--- config.mk ---
export PLATFORM = sky130hd
export DESIGN_NAME = adjacent_duplicate_line_counter
export DESIGN_NICKNAME = d
export VERILOG_FILES = /design/src/design/adlc_pkg.sv /design/src/design/adlc_ctrl.sv /design/src/design/adlc_dp.sv /design/src/design/adjacent_duplicate_line_counter.sv
export SDC_FILE = /design/constraint.sdc
export NUM_CORES = 2
export LEC_CHECK = 0
export ABC_CLOCK_PERIOD_IN_PS = 9090
export BUFFER_PORTS_ARGS = -buffer_cell sky130_fd_sc_hd__buf_2
export CORE_MARGIN = 4
export CORE_UTILIZATION = 35
export CTS_BUF_LIST = sky130_fd_sc_hd__clkbuf_8
export DETAILED_ROUTE_END_ITERATION = 7
export GPL_ROUTABILITY_DRIVEN = 0
export SLEW_MARGIN = 20
export SYNTH_ARGS = -nofsm -noshare
export SYNTH_HDL_FRONTEND = slang
export SYNTH_SLANG_ARGS = --single-unit
--- constraint.sdc ---
create_clock -name clk -period 9.09 [get_ports clk]
set_input_delay 0.4545 -clock clk [delete_from_list [all_inputs] [get_ports clk]]
set_output_delay 0.4545 -clock clk [all_outputs]
set_load 0.01 [all_outputs]
--- src/design/adlc_pkg.sv ---
package adlc_pkg;

  localparam logic [7:0] NEWLINE     = 8'd10;
  localparam logic [7:0] SPACE       = 8'h20;
  localparam logic [7:0] DIGIT_ZERO  = 8'h30;
  localparam logic [7:0] UPPER_A     = 8'h41;
  localparam logic [7:0] UPPER_Z     = 8'h5a;
  localparam logic [7:0] CASE_OFFSET = 8'h20;

  localparam int COUNT_WIDTH = 32;
  localparam int DIGITS      = 10;
  localparam int MIN_DIGITS  = 7;
  localparam int CHUNK_BYTES = 8;

  localparam logic [0:0] REG_COUNT_MODE  = 1'b0;
  localparam logic [0:0] REG_IGNORE_CASE = 1'b1;

  typedef enum logic [2:0] {
    ST_IDLE,
    ST_CLOSE,
    ST_CMP,
    ST_START,
    ST_CONV,
    ST_EMIT
  } state_t;

  typedef enum logic [1:0] {
    PH_PREFIX,
    PH_LINE,
    PH_DONE
  } phase_t;

  typedef struct packed {
    logic wr_byte;
    logic cmp_start;
    logic take;
    logic bump;
    logic clear;
    logic conv_start;
    logic emit_start;
    logic emit_last;
  } cmd_t;

  typedef struct packed {
    logic len_eq;
    logic cmp_busy;
    logic cmp_equal;
    logic conv_done;
    logic emit_busy;
    logic seen;
    logic cur_len_nz;
    logic count_mode;
  } status_t;

endpackage

--- src/design/adlc_ctrl.sv ---
module adlc_ctrl (
  input  logic              clk,
  input  logic              rst,
  input  logic              text_valid,
  input  logic [7:0]        text_byte,
  input  logic              end_of_input,
  input  adlc_pkg::status_t st,
  output logic              stall,
  output adlc_pkg::cmd_t    cmd
);

  adlc_pkg::state_t state, state_next;
  logic eoi, eoi_next;
  logic final_emit, final_emit_next;

  always_ff @(posedge clk) begin
    if (rst) begin
      state      <= adlc_pkg::ST_IDLE;
      eoi        <= 1'b0;
      final_emit <= 1'b0;
    end else begin
      state      <= state_next;
      eoi        <= eoi_next;
      final_emit <= final_emit_next;
    end
  end

  always_comb begin
    state_next      = state;
    eoi_next        = eoi;
    final_emit_next = final_emit;
    case (state)
      adlc_pkg::ST_IDLE: begin
        if (text_valid) begin
          if (end_of_input) begin
            eoi_next        = 1'b1;
            final_emit_next = 1'b0;
            if (st.cur_len_nz) begin
              state_next = adlc_pkg::ST_CLOSE;
            end else if (st.seen) begin
              final_emit_next = 1'b1;
              state_next      = adlc_pkg::ST_START;
            end
          end else if (text_byte == adlc_pkg::NEWLINE) begin
            eoi_next        = 1'b0;
            final_emit_next = 1'b0;
            state_next      = adlc_pkg::ST_CLOSE;
          end
        end
      end
      adlc_pkg::ST_CLOSE: begin
        if (!st.seen) begin
          final_emit_next = eoi;
          state_next      = eoi ? adlc_pkg::ST_START : adlc_pkg::ST_IDLE;
        end else if (st.len_eq) begin
          state_next = adlc_pkg::ST_CMP;
        end else begin
          state_next = adlc_pkg::ST_START;
        end
      end
      adlc_pkg::ST_CMP: begin
        if (!st.cmp_busy) begin
          if (st.cmp_equal) begin
            final_emit_next = eoi;
            state_next      = eoi ? adlc_pkg::ST_START : adlc_pkg::ST_IDLE;
          end else begin
            state_next = adlc_pkg::ST_START;
          end
        end
      end
      adlc_pkg::ST_START: begin
        state_next = st.count_mode ? adlc_pkg::ST_CONV : adlc_pkg::ST_EMIT;
      end
      adlc_pkg::ST_CONV: begin
        if (st.conv_done) state_next = adlc_pkg::ST_EMIT;
      end
      adlc_pkg::ST_EMIT: begin
        if (!st.emit_busy) begin
          if (final_emit) begin
            state_next = adlc_pkg::ST_IDLE;
          end else if (eoi) begin
            // differing line flushed, now the held line goes out
            final_emit_next = 1'b1;
            state_next      = adlc_pkg::ST_START;
          end else begin
            state_next = adlc_pkg::ST_IDLE;
          end
        end
      end
      default: state_next = adlc_pkg::ST_IDLE;
    endcase
  end

  always_comb begin
    cmd           = '0;
    cmd.emit_last = final_emit || !eoi;
    stall         = (state != adlc_pkg::ST_IDLE);
    case (state)
      adlc_pkg::ST_IDLE: begin
        cmd.wr_byte = text_valid && !end_of_input && (text_byte != adlc_pkg::NEWLINE);
        cmd.clear   = text_valid && end_of_input && !st.cur_len_nz && !st.seen;
      end
      adlc_pkg::ST_CLOSE: begin
        cmd.take      = !st.seen;
        cmd.cmp_start = st.seen && st.len_eq;
      end
      adlc_pkg::ST_CMP: begin
        cmd.bump = !st.cmp_busy && st.cmp_equal;
      end
      adlc_pkg::ST_START: begin
        cmd.conv_start = st.count_mode;
        cmd.emit_start = !st.count_mode;
      end
      adlc_pkg::ST_CONV: begin
        cmd.emit_start = st.conv_done;
      end
      adlc_pkg::ST_EMIT: begin
        cmd.clear = !st.emit_busy && final_emit;
        cmd.take  = !st.emit_busy && !final_emit;
      end
      default: ;
    endcase
  end

endmodule

--- src/design/adlc_dp.sv ---
module adlc_dp #(
  parameter int LINE_BYTES = 128
) (
  input  logic              clk,
  input  logic              rst,
  input  logic              wr_en,
  input  logic [0:0]        wr_index,
  input  logic [0:0]        wr_data,
  input  logic [7:0]        text_byte,
  input  adlc_pkg::cmd_t    cmd,
  output adlc_pkg::status_t st,
  output logic              chunk_valid,
  input  logic              chunk_stall,
  output logic [63:0]       chunk,
  output logic [3:0]        chunk_bytes,
  output logic              line_end,
  output logic              last
);

  localparam int AW = (LINE_BYTES > 2) ? $clog2(LINE_BYTES) : 1;
  localparam int PW = (AW > 4) ? AW : 4;
  localparam logic [AW-1:0] MAX_LEN = AW'(LINE_BYTES - 1);

  function automatic logic [7:0] fold(input logic [7:0] c, input logic ic);
    logic [7:0] r;
    r = c;
    if (ic && c >= adlc_pkg::UPPER_A && c <= adlc_pkg::UPPER_Z) r = c + adlc_pkg::CASE_OFFSET;
    return r;
  endfunction

  logic count_mode, ignore_case;

  always_ff @(posedge clk) begin
    if (rst) begin
      count_mode  <= 1'b0;
      ignore_case <= 1'b0;
    end else if (wr_en) begin
      case (wr_index)
        adlc_pkg::REG_COUNT_MODE:  count_mode  <= wr_data[0];
        adlc_pkg::REG_IGNORE_CASE: ignore_case <= wr_data[0];
        default: ;
      endcase
    end
  end

  // two line banks; the current line fills one, the held line sits in the other
  logic [7:0] mem0 [LINE_BYTES];
  logic [7:0] mem1 [LINE_BYTES];
  logic [7:0] rd0, rd1;
  logic [AW-1:0] rd_addr;
  logic cur_bank;
  logic [AW-1:0] cur_len, held_len;
  logic [adlc_pkg::COUNT_WIDTH-1:0] run_count;
  logic seen;
  logic do_write;

  assign do_write = cmd.wr_byte && (cur_len < MAX_LEN);

  always_ff @(posedge clk) begin
    if (do_write && !cur_bank) mem0[cur_len] <= text_byte;
    rd0 <= mem0[rd_addr];
  end

  always_ff @(posedge clk) begin
    if (do_write && cur_bank) mem1[cur_len] <= text_byte;
    rd1 <= mem1[rd_addr];
  end

  always_ff @(posedge clk) begin
    if (rst) begin
      cur_bank  <= 1'b0;
      cur_len   <= '0;
      held_len  <= '0;
      run_count <= '0;
      seen      <= 1'b0;
    end else if (cmd.clear) begin
      cur_len   <= '0;
      held_len  <= '0;
      run_count <= '0;
      seen      <= 1'b0;
    end else if (cmd.take) begin
      cur_bank  <= ~cur_bank;
      held_len  <= cur_len;
      run_count <= adlc_pkg::COUNT_WIDTH'(1);
      seen      <= 1'b1;
      cur_len   <= '0;
    end else if (cmd.bump) begin
      if (run_count != '1) run_count <= run_count + 1'b1;
      cur_len <= '0;
    end else if (do_write) begin
      cur_len <= cur_len + 1'b1;
    end
  end

  logic [7:0] cur_rd, prev_rd;
  assign cur_rd  = cur_bank ? rd1 : rd0;
  assign prev_rd = cur_bank ? rd0 : rd1;

  // compare walk: one address per cycle, data checked from the registered read
  logic [AW-1:0] cmp_idx;
  logic cmp_active, cmp_pend, cmp_diff;

  always_ff @(posedge clk) begin
    if (rst) begin
      cmp_active <= 1'b0;
      cmp_pend   <= 1'b0;
      cmp_diff   <= 1'b0;
      cmp_idx    <= '0;
    end else if (cmd.cmp_start) begin
      cmp_active <= 1'b1;
      cmp_pend   <= 1'b0;
      cmp_diff   <= 1'b0;
      cmp_idx    <= '0;
    end else begin
      cmp_pend <= cmp_active && (cmp_idx != cur_len);
      if (cmp_active) begin
        if (cmp_idx == cur_len) cmp_active <= 1'b0;
        else cmp_idx <= cmp_idx + 1'b1;
      end
      if (cmp_pend && (fold(cur_rd, ignore_case) != fold(prev_rd, ignore_case)))
        cmp_diff <= 1'b1;
    end
  end

  // binary to decimal, one shift-and-adjust per cycle
  logic [adlc_pkg::COUNT_WIDTH-1:0] conv_bin;
  logic [4*adlc_pkg::DIGITS-1:0] bcd, bcd_adj;
  logic [5:0] conv_cnt;
  logic conv_done;

  assign conv_done = (conv_cnt == 6'(adlc_pkg::COUNT_WIDTH));

  always_comb begin
    for (int i = 0; i < adlc_pkg::DIGITS; i++) begin
      bcd_adj[4*i +: 4] = (bcd[4*i +: 4] >= 4'd5) ? bcd[4*i +: 4] + 4'd3 : bcd[4*i +: 4];
    end
  end

  always_ff @(posedge clk) begin
    if (cmd.conv_start) begin
      conv_bin <= run_count;
      bcd      <= '0;
      conv_cnt <= '0;
    end else if (!conv_done) begin
      {bcd, conv_bin} <= {bcd_adj[4*adlc_pkg::DIGITS-2:0], conv_bin, 1'b0};
      conv_cnt        <= conv_cnt + 1'b1;
    end
  end

  logic [3:0] num_digits, field_w;
  always_comb begin
    num_digits = 4'd1;
    for (int i = 0; i < adlc_pkg::DIGITS; i++) begin
      if (bcd[4*i +: 4] != 4'd0) num_digits = 4'(i + 1);
    end
    field_w = (num_digits > 4'(adlc_pkg::MIN_DIGITS)) ? num_digits : 4'(adlc_pkg::MIN_DIGITS);
  end

  // byte generator feeding the chunk packer
  adlc_pkg::phase_t phase;
  logic [PW-1:0] gen_pos;
  logic gen_active, emit_last;
  logic b_vld, b_mem, b_final;
  logic [7:0] b_byte;
  logic [3:0] pack_cnt;
  logic pack_final;
  logic [63:0] pack_data;
  logic flush, slot_free, can_issue;
  logic [3:0] dig_idx;
  logic [7:0] prefix_byte;
  logic [7:0] in_byte;

  assign flush     = (pack_cnt == 4'(adlc_pkg::CHUNK_BYTES)) || pack_final;
  assign slot_free = !chunk_valid || !chunk_stall;
  assign can_issue = gen_active && ((pack_cnt + {3'd0, b_vld}) < 4'(adlc_pkg::CHUNK_BYTES));
  assign rd_addr   = gen_active ? gen_pos[AW-1:0] : cmp_idx;
  assign dig_idx   = field_w - 4'd1 - gen_pos[3:0];
  assign in_byte   = b_mem ? prev_rd : b_byte;

  always_comb begin
    prefix_byte = adlc_pkg::SPACE;
    if (gen_pos[3:0] != field_w && dig_idx < num_digits)
      prefix_byte = adlc_pkg::DIGIT_ZERO + {4'd0, bcd[4*dig_idx +: 4]};
  end

  always_ff @(posedge clk) begin
    if (rst) begin
      gen_active <= 1'b0;
      b_vld      <= 1'b0;
      phase      <= adlc_pkg::PH_DONE;
    end else if (cmd.emit_start) begin
      gen_active <= 1'b1;
      b_vld      <= 1'b0;
      gen_pos    <= '0;
      emit_last  <= cmd.emit_last;
      phase      <= count_mode ? adlc_pkg::PH_PREFIX : adlc_pkg::PH_LINE;
    end else begin
      b_vld <= can_issue;
      if (can_issue) begin
        b_mem   <= 1'b0;
        b_final <= 1'b0;
        case (phase)
          adlc_pkg::PH_PREFIX: begin
            b_byte <= prefix_byte;
            if (gen_pos[3:0] == field_w) begin
              phase   <= adlc_pkg::PH_LINE;
              gen_pos <= '0;
            end else begin
              gen_pos <= gen_pos + 1'b1;
            end
          end
          adlc_pkg::PH_LINE: begin
            if (gen_pos == PW'(held_len)) begin
              b_byte     <= adlc_pkg::NEWLINE;
              b_final    <= 1'b1;
              gen_active <= 1'b0;
              phase      <= adlc_pkg::PH_DONE;
            end else begin
              b_mem   <= 1'b1;
              gen_pos <= gen_pos + 1'b1;
            end
          end
          default: gen_active <= 1'b0;
        endcase
      end
    end
  end

  always_ff @(posedge clk) begin
    if (rst) begin
      pack_cnt    <= '0;
      pack_final  <= 1'b0;
      chunk_valid <= 1'b0;
    end else begin
      if (chunk_valid && !chunk_stall) chunk_valid <= 1'b0;
      if (cmd.emit_start) begin
        pack_data <= '0;
      end else if (flush && slot_free) begin
        chunk_valid <= 1'b1;
        chunk       <= pack_data;
        chunk_bytes <= pack_cnt;
        line_end    <= pack_final;
        last        <= pack_final && emit_last;
        pack_cnt    <= '0;
        pack_final  <= 1'b0;
        pack_data   <= '0;
      end else if (b_vld) begin
        pack_data[8*pack_cnt[2:0] +: 8] <= in_byte;
        pack_cnt   <= pack_cnt + 1'b1;
        pack_final <= b_final;
      end
    end
  end

  always_comb begin
    st            = '0;
    st.len_eq     = (cur_len == held_len);
    st.cmp_busy   = cmp_active || cmp_pend;
    st.cmp_equal  = !cmp_diff;
    st.conv_done  = conv_done;
    st.emit_busy  = gen_active || b_vld || (pack_cnt != 4'd0);
    st.seen       = seen;
    st.cur_len_nz = (cur_len != '0);
    st.count_mode = count_mode;
  end

  a_pack_bound: assert property (@(posedge clk) disable iff (rst)
    pack_cnt <= 4'(adlc_pkg::CHUNK_BYTES))
    else $error("packer overfilled");

  a_no_append_on_flush: assert property (@(posedge clk) disable iff (rst)
    b_vld |-> (pack_cnt < 4'(adlc_pkg::CHUNK_BYTES) && !pack_final))
    else $error("byte arrived while chunk awaits flush");

  a_chunk_len: assert property (@(posedge clk) disable iff (rst)
    chunk_valid |-> (chunk_bytes != 4'd0 && chunk_bytes <= 4'(adlc_pkg::CHUNK_BYTES)))
    else $error("bad chunk length");

  a_cmp_gen_excl: assert property (@(posedge clk) disable iff (rst)
    !(gen_active && cmp_active))
    else $error("compare and emission share the read port");

endmodule

--- src/design/adjacent_duplicate_line_counter.sv ---
// channel | valid       | stall       | payload
// text    | text_valid  | text_stall  | text_byte, end_of_input
// result  | chunk_valid | chunk_stall | chunk, chunk_bytes, line_end, last
//
// A plain text byte is taken without a stall. A newline compares the line with
// the held one through the line memories when their lengths match. A differing
// line or end of input streams the held line into 8-byte chunks; count mode adds
// a binary-to-decimal conversion before the stream.
// Reset (rst, synchronous) clears control state; line memories are not cleared.
// A stalled result holds the chunk register; the next chunk waits behind it.
module adjacent_duplicate_line_counter #(
  parameter int LINE_BYTES = 128
) (
  input  logic        clk,
  input  logic        rst,
  input  logic        wr_en,
  input  logic [0:0]  wr_index,
  input  logic [0:0]  wr_data,
  input  logic        text_valid,
  output logic        text_stall,
  input  logic [7:0]  text_byte,
  input  logic        end_of_input,
  output logic        chunk_valid,
  input  logic        chunk_stall,
  output logic [63:0] chunk,
  output logic [3:0]  chunk_bytes,
  output logic        line_end,
  output logic        last
);

  adlc_pkg::cmd_t    cmd;
  adlc_pkg::status_t st;

  adlc_ctrl u_ctrl (
    .clk          (clk),
    .rst          (rst),
    .text_valid   (text_valid),
    .text_byte    (text_byte),
    .end_of_input (end_of_input),
    .st           (st),
    .stall        (text_stall),
    .cmd          (cmd)
  );

  adlc_dp #(
    .LINE_BYTES (LINE_BYTES)
  ) u_dp (
    .clk         (clk),
    .rst         (rst),
    .wr_en       (wr_en),
    .wr_index    (wr_index),
    .wr_data     (wr_data),
    .text_byte   (text_byte),
    .cmd         (cmd),
    .st          (st),
    .chunk_valid (chunk_valid),
    .chunk_stall (chunk_stall),
    .chunk       (chunk),
    .chunk_bytes (chunk_bytes),
    .line_end    (line_end),
    .last        (last)
  );

endmodule

==> metrics.txt <==
# TYPE chip_impl_metric gauge
chip_impl_metric{name="slew-limit-headroom",unit="%"} 21.0
chip_impl_metric{name="maxClockFrequency",unit="MHz"} 209
chip_impl_info{name="synth.area.top_cells",value="sky130_fd_sc_hd__edfxtp_1, sky130_fd_sc_hd__mux2i_1, sky130_fd_sc_hd__nand2_1, sky130_fd_sc_hd__dfxtp_1, sky130_fd_sc_hd__mux4_2"} 1
chip_impl_metric{name="cpPeakStageDelay",unit="ns"} 0.78
chip_impl_info{name="critical-path-top-delay-family",value="buffers and inverters"} 1
chip_impl_metric{name="global_route.usage.total",unit="%"} 18.4
chip_impl_metric{name="power_density_over_the_cells",unit="nW/um2"} 204
chip_impl_metric{name="number_of_drc_markers_in_iteration_0",unit=""} 7092
chip_impl_metric{name="io_pins",unit=""} 88
chip_impl_metric{name="power",unit="mW"} 22.1
chip_impl_metric{name="wire_length_reported_by_the_detailed_router",unit="um"} 271000
chip_impl_info{name="rr_startpoint",value="u_dp.gen_active"} 1
chip_impl_metric{name="maximum_capacitance_violations",unit=""} 0
chip_impl_metric{name="place.detailed.hpwl",unit="um"} 160000
chip_impl_metric{name="finalCritPeriodShare",unit="%"} 52.7
chip_impl_metric{name="vias_in_the_first_global_route",unit=""} 57620
chip_impl_metric{name="whs_path_depth",unit=""} 1
chip_impl_metric{name="finish.net_count",unit=""} 6996
chip_impl_metric{name="antenna_violations_before_repair",unit=""} 13
chip_impl_metric{name="vias",unit=""} 59677
chip_impl_metric{name="cts_max_level",unit=""} 5
chip_impl_metric{name="grt_pass1_wl",unit="um"} 397000
chip_impl_metric{name="worstPathRequired",unit="ns"} 10.06
chip_impl_metric{name="insertion_delay",unit="ns"} 1.11
chip_impl_metric{name="timing.critical_path.fanout_max",unit=""} 78
chip_impl_info{name="hold_path.class",value="in2reg"} 1
chip_impl_metric{name="drt_pass1_iterations",unit=""} 6
chip_impl_metric{name="post_synth_inst_count",unit=""} 6734
chip_impl_metric{name="accumulated_negative_setup_slack",unit="ns"} 0
chip_impl_metric{name="synth-edff-count",unit=""} 2230
chip_impl_metric{name="yosys_warnings",unit=""} 0
chip_impl_metric{name="number_of_distinct_library_cell_variants_in_the_gate_level_netlist_after_synthesis",unit=""} 91
chip_impl_info{name="synth-main-ff-cell",value="sky130_fd_sc_hd__edfxtp_1"} 1
chip_impl_metric{name="die_area",unit="um2"} 285000
chip_impl_info{name="min_to",value="u_dp.mem0[13][2]"} 1
chip_impl_metric{name="syn_avg_cell_area",unit="um2"} 14.4
chip_impl_metric{name="cts_made_buffers",unit=""} 389
chip_impl_metric{name="yosys.area.top_type_share",unit="%"} 69.1
chip_impl_metric{name="multi_input_comb_area",unit="um2"} 25000
chip_impl_metric{name="grt_max_degree",unit=""} 181
chip_impl_metric{name="cts.sinks",unit=""} 2367
chip_impl_info{name="critical_path_top_delay_cell",value="sky130_fd_sc_hd__nor4_1"} 1
chip_impl_metric{name="max_slew.worst_pin.slew",unit="ns"} 1.18
chip_impl_info{name="rsz_0062_raised_after_global_routing",value="no"} 1
chip_impl_metric{name="route.detailed.drc",unit=""} 0
chip_impl_info{name="critical_path.startpoint_type",value="register"} 1
chip_impl_metric{name="drt-wirelength-per-cell",unit="um"} 24.9
chip_impl_metric{name="sequential_cell_area",unit="um2"} 69700
chip_impl_metric{name="die_w",unit="um"} 534
chip_impl_metric{name="cts_post_setup_buffers_inserted",unit=""} 0
chip_impl_info{name="crit_path_frequent_cell",value="sky130_fd_sc_hd__buf_4"} 1
chip_impl_metric{name="ys_seq_elements",unit=""} 2367
chip_impl_metric{name="floorplan.rows",unit=""} 192
chip_impl_info{name="cts_root_buf",value="sky130_fd_sc_hd__clkbuf_8"} 1
chip_impl_info{name="tritoncts",value="done"} 1
chip_impl_metric{name="worstPathBufferInverterCount",unit=""} 3
chip_impl_metric{name="fp.coreArea",unit="um2"} 275000
chip_impl_metric{name="hold_buffers",unit=""} 20
chip_impl_metric{name="worst-path-stages",unit=""} 10
chip_impl_info{name="critical_path.reg2reg.endpoint",value="u_dp.rd0[7]"} 1
chip_impl_metric{name="regToRegSetupSlack",unit="ns"} 4.30
chip_impl_metric{name="flow.area_growth_from_synthesis",unit="%"} 11.4
chip_impl_metric{name="grt_overflow",unit=""} 0
chip_impl_info{name="run_status",value="finished clean"} 1
chip_impl_metric{name="final.min_clock_period",unit="ns"} 4.79
chip_impl_info{name="min-delay-start",value="text_byte[2]"} 1
chip_impl_info{name="layout_commonest_cell",value="sky130_fd_sc_hd__edfxtp_1"} 1
chip_impl_metric{name="die-height",unit="um"} 534
chip_impl_metric{name="place.port_buffers",unit=""} 87
chip_impl_metric{name="clock_pin_slew_of_the_registers_on_the_worst_case_setup_and_hold_paths",unit="ns"} 0.06
chip_impl_metric{name="final.fill_count",unit=""} 25269
chip_impl_metric{name="share_of_async_settable_or_async_resettable_flops_after_synthesis",unit="%"} 0
chip_impl_info{name="cp-end-kind",value="register"} 1
chip_impl_metric{name="clock_skew",unit="ns"} 0.132
chip_impl_metric{name="synth.cell_area",unit="um2"} 96900
chip_impl_metric{name="maxSlewViolCount",unit=""} 0
chip_impl_metric{name="initial_utilization",unit="%"} 35.3
chip_impl_metric{name="cts_repair_resize_count",unit=""} 0
chip_impl_metric{name="cts_buffer_depth",unit=""} 4
chip_impl_metric{name="synth_seq_area_share",unit="%"} 71.9
chip_impl_info{name="path_cells",value="buf_4 > mux2_8 > buf_12 > buf_4 > mux2i_1 > o221ai_1 > a21oi_1 > nor4_1 > o22ai_1 > nor3_1"} 1
chip_impl_metric{name="post_route_cells_drive_above_1_share",unit="%"} 12.0
chip_impl_metric{name="cp_data_arrival_time",unit="ns"} 5.76
chip_impl_info{name="timing_worst_setup_path_type",value="reg2reg"} 1
chip_impl_info{name="yosys.area.top_type",value="sky130_fd_sc_hd__edfxtp_1"} 1
chip_impl_metric{name="timing_hold_violations_final",unit=""} 0
chip_impl_metric{name="via_cell_ratio",unit=""} 5.47
chip_impl_metric{name="drtAntennaViolNets",unit=""} 0
chip_impl_metric{name="setup_viol_count_final",unit=""} 0
chip_impl_metric{name="leakagePower",unit="nW"} 34.8
chip_impl_info{name="most-common-layout-cells",value="sky130_fd_sc_hd__edfxtp_1, sky130_fd_sc_hd__nand2_1, sky130_fd_sc_hd__nor2_1"} 1
chip_impl_metric{name="worst_ir_drop_on_vdd",unit="mV"} 0.112
chip_impl_metric{name="worst_r2r_path_cells",unit=""} 10
==> metrics by stage <==
step | instance area, um2 | std cells | setup WS, ns | utilization, % | hold WS, ns
finish | 108000 | 10903 | 4.30 | 39.3 | 0.0953
global route | 108000 | 10903 | 4.02 | 39.3 | 0.0389
CTS | 108000 | 10898 | 4.31 | 39.3 | 0.00524
detailed placement | 101000 | 10212 | 4.32 | 36.7 | 0.437
global placement | 101000 | 10211 | 4.26 | 36.7 | 0.436
floorplan | 97000 | 6749 | 2.59 | - | 0.427
==> where the power goes <==
part	internal [mW]	switching, mW	total (mW)
combinational	0.502	0.778	1.28
clock	4.31	4.17	8.48
sequential	12.1	0.186	12.3
==> logic make-up after synthesis <==
group,share of synthesized area [%]
AOI/OAI and AO/OA,5.91
and+or+nand+nor,9.99
other,0.00387
buffers and inverters,2.61
xor gates and xnor gates,0.895
muxes,8.11
DFF,71.9
adders and majority gates,0.563
==> cells in the mapped netlist, types with 8 or more instances <==
cell type and instances:
sky130_fd_sc_hd__o21ai_1 15, sky130_fd_sc_hd__a31oi_1 19, sky130_fd_sc_hd__xor2_1 58, sky130_fd_sc_hd__mux4_2 113
sky130_fd_sc_hd__mux2i_1 460, sky130_fd_sc_hd__edfxtp_1 2230, sky130_fd_sc_hd__o21ai_0 124, sky130_fd_sc_hd__buf_6 20
sky130_fd_sc_hd__a221oi_1 15, sky130_fd_sc_hd__a21oi_1 405, sky130_fd_sc_hd__o211ai_1 17, sky130_fd_sc_hd__xnor2_1 41
sky130_fd_sc_hd__buf_1 24, sky130_fd_sc_hd__nor2b_1 13, sky130_fd_sc_hd__clkbuf_1 172, sky130_fd_sc_hd__nand3_1 401
sky130_fd_sc_hd__nor4_1 21, sky130_fd_sc_hd__o221ai_1 109, sky130_fd_sc_hd__mux2_2 36, sky130_fd_sc_hd__nor3_1 114
sky130_fd_sc_hd__buf_4 50, sky130_fd_sc_hd__ha_1 42, sky130_fd_sc_hd__nor2_1 473, sky130_fd_sc_hd__inv_1 45
sky130_fd_sc_hd__buf_8 16, sky130_fd_sc_hd__a211oi_1 14, sky130_fd_sc_hd__a22oi_1 19, sky130_fd_sc_hd__dfxtp_1 137
sky130_fd_sc_hd__a311oi_1 33, sky130_fd_sc_hd__nand4_1 48, sky130_fd_sc_hd__nand2b_1 19, sky130_fd_sc_hd__nand2_1 1042
sky130_fd_sc_hd__buf_2 128, sky130_fd_sc_hd__mux4_1 9, sky130_fd_sc_hd__and3_1 48, sky130_fd_sc_hd__a2111oi_0 24
sky130_fd_sc_hd__nor3b_1 12, sky130_fd_sc_hd__o21a_1 8, sky130_fd_sc_hd__o22ai_1 20, sky130_fd_sc_hd__o31ai_1 9
sky130_fd_sc_hd__or3_1 13
==> metal layers <==
layer  GRT usage, %  part of all wire [%]
met2           28.3                    45
met3           3.58                   9.1
met4           6.48                   3.4
met1           26.2                    42
met5              0                0.0077
==> how the worst max path moves through the flow <==
| stage | start | slack, ns | endpoint |
|---|---|---|---|
| global route | u_dp.gen_active | 4.02 | u_dp.rd0[6] |
| finish | u_dp.gen_active | 4.30 | u_dp.rd0[7] |
| CTS | u_dp.gen_active | 4.31 | u_dp.rd0[1] |
| detailed placement | u_dp.gen_active | 4.32 | u_dp.rd0[1] |
| floorplan | u_dp.conv_cnt[0] | 2.59 | u_dp.chunk[0] |
| global placement | u_dp.gen_active | 4.26 | u_dp.rd0[6] |
==> flip-flops by register name, summed over array words and instances (netlist names), 8 cells and up <==
signal	count
u_dp.conv_bin	32
u_dp.rd1	8
u_dp.run_count	32
u_dp.pack_data	64
u_dp.chunk	64
u_dp.bcd	40
u_dp.mem1	1024
u_dp.rd0	8
u_dp.mem0	1024
==> worst register-to-register path, stage by stage (launching register included) <==
cell and delay [ns]:
sky130_fd_sc_hd__dfxtp_2 0.42, sky130_fd_sc_hd__buf_4 0.43, sky130_fd_sc_hd__mux2_8 0.72, sky130_fd_sc_hd__buf_12 0.58, sky130_fd_sc_hd__buf_4 0.81, sky130_fd_sc_hd__mux2i_1 0.21
sky130_fd_sc_hd__o221ai_1 0.27, sky130_fd_sc_hd__a21oi_1 0.10, sky130_fd_sc_hd__nor4_1 0.78, sky130_fd_sc_hd__o22ai_1 0.21, sky130_fd_sc_hd__nor3_1 0.18
==> area by class of cell <==
cell class                      instances  area share [%]
Antenna cell                            5          0.0116
Clock buffer                          403            5.14
Clock inverter                        263            1.21
Inverter                               45           0.156
Multi-Input combinational cell       3919            23.1
Sequential cell                      2367            64.6
Tap cell                             3686            4.27
Timing Repair Buffer                  215            1.54
Power figures use the tool's default switching activity.
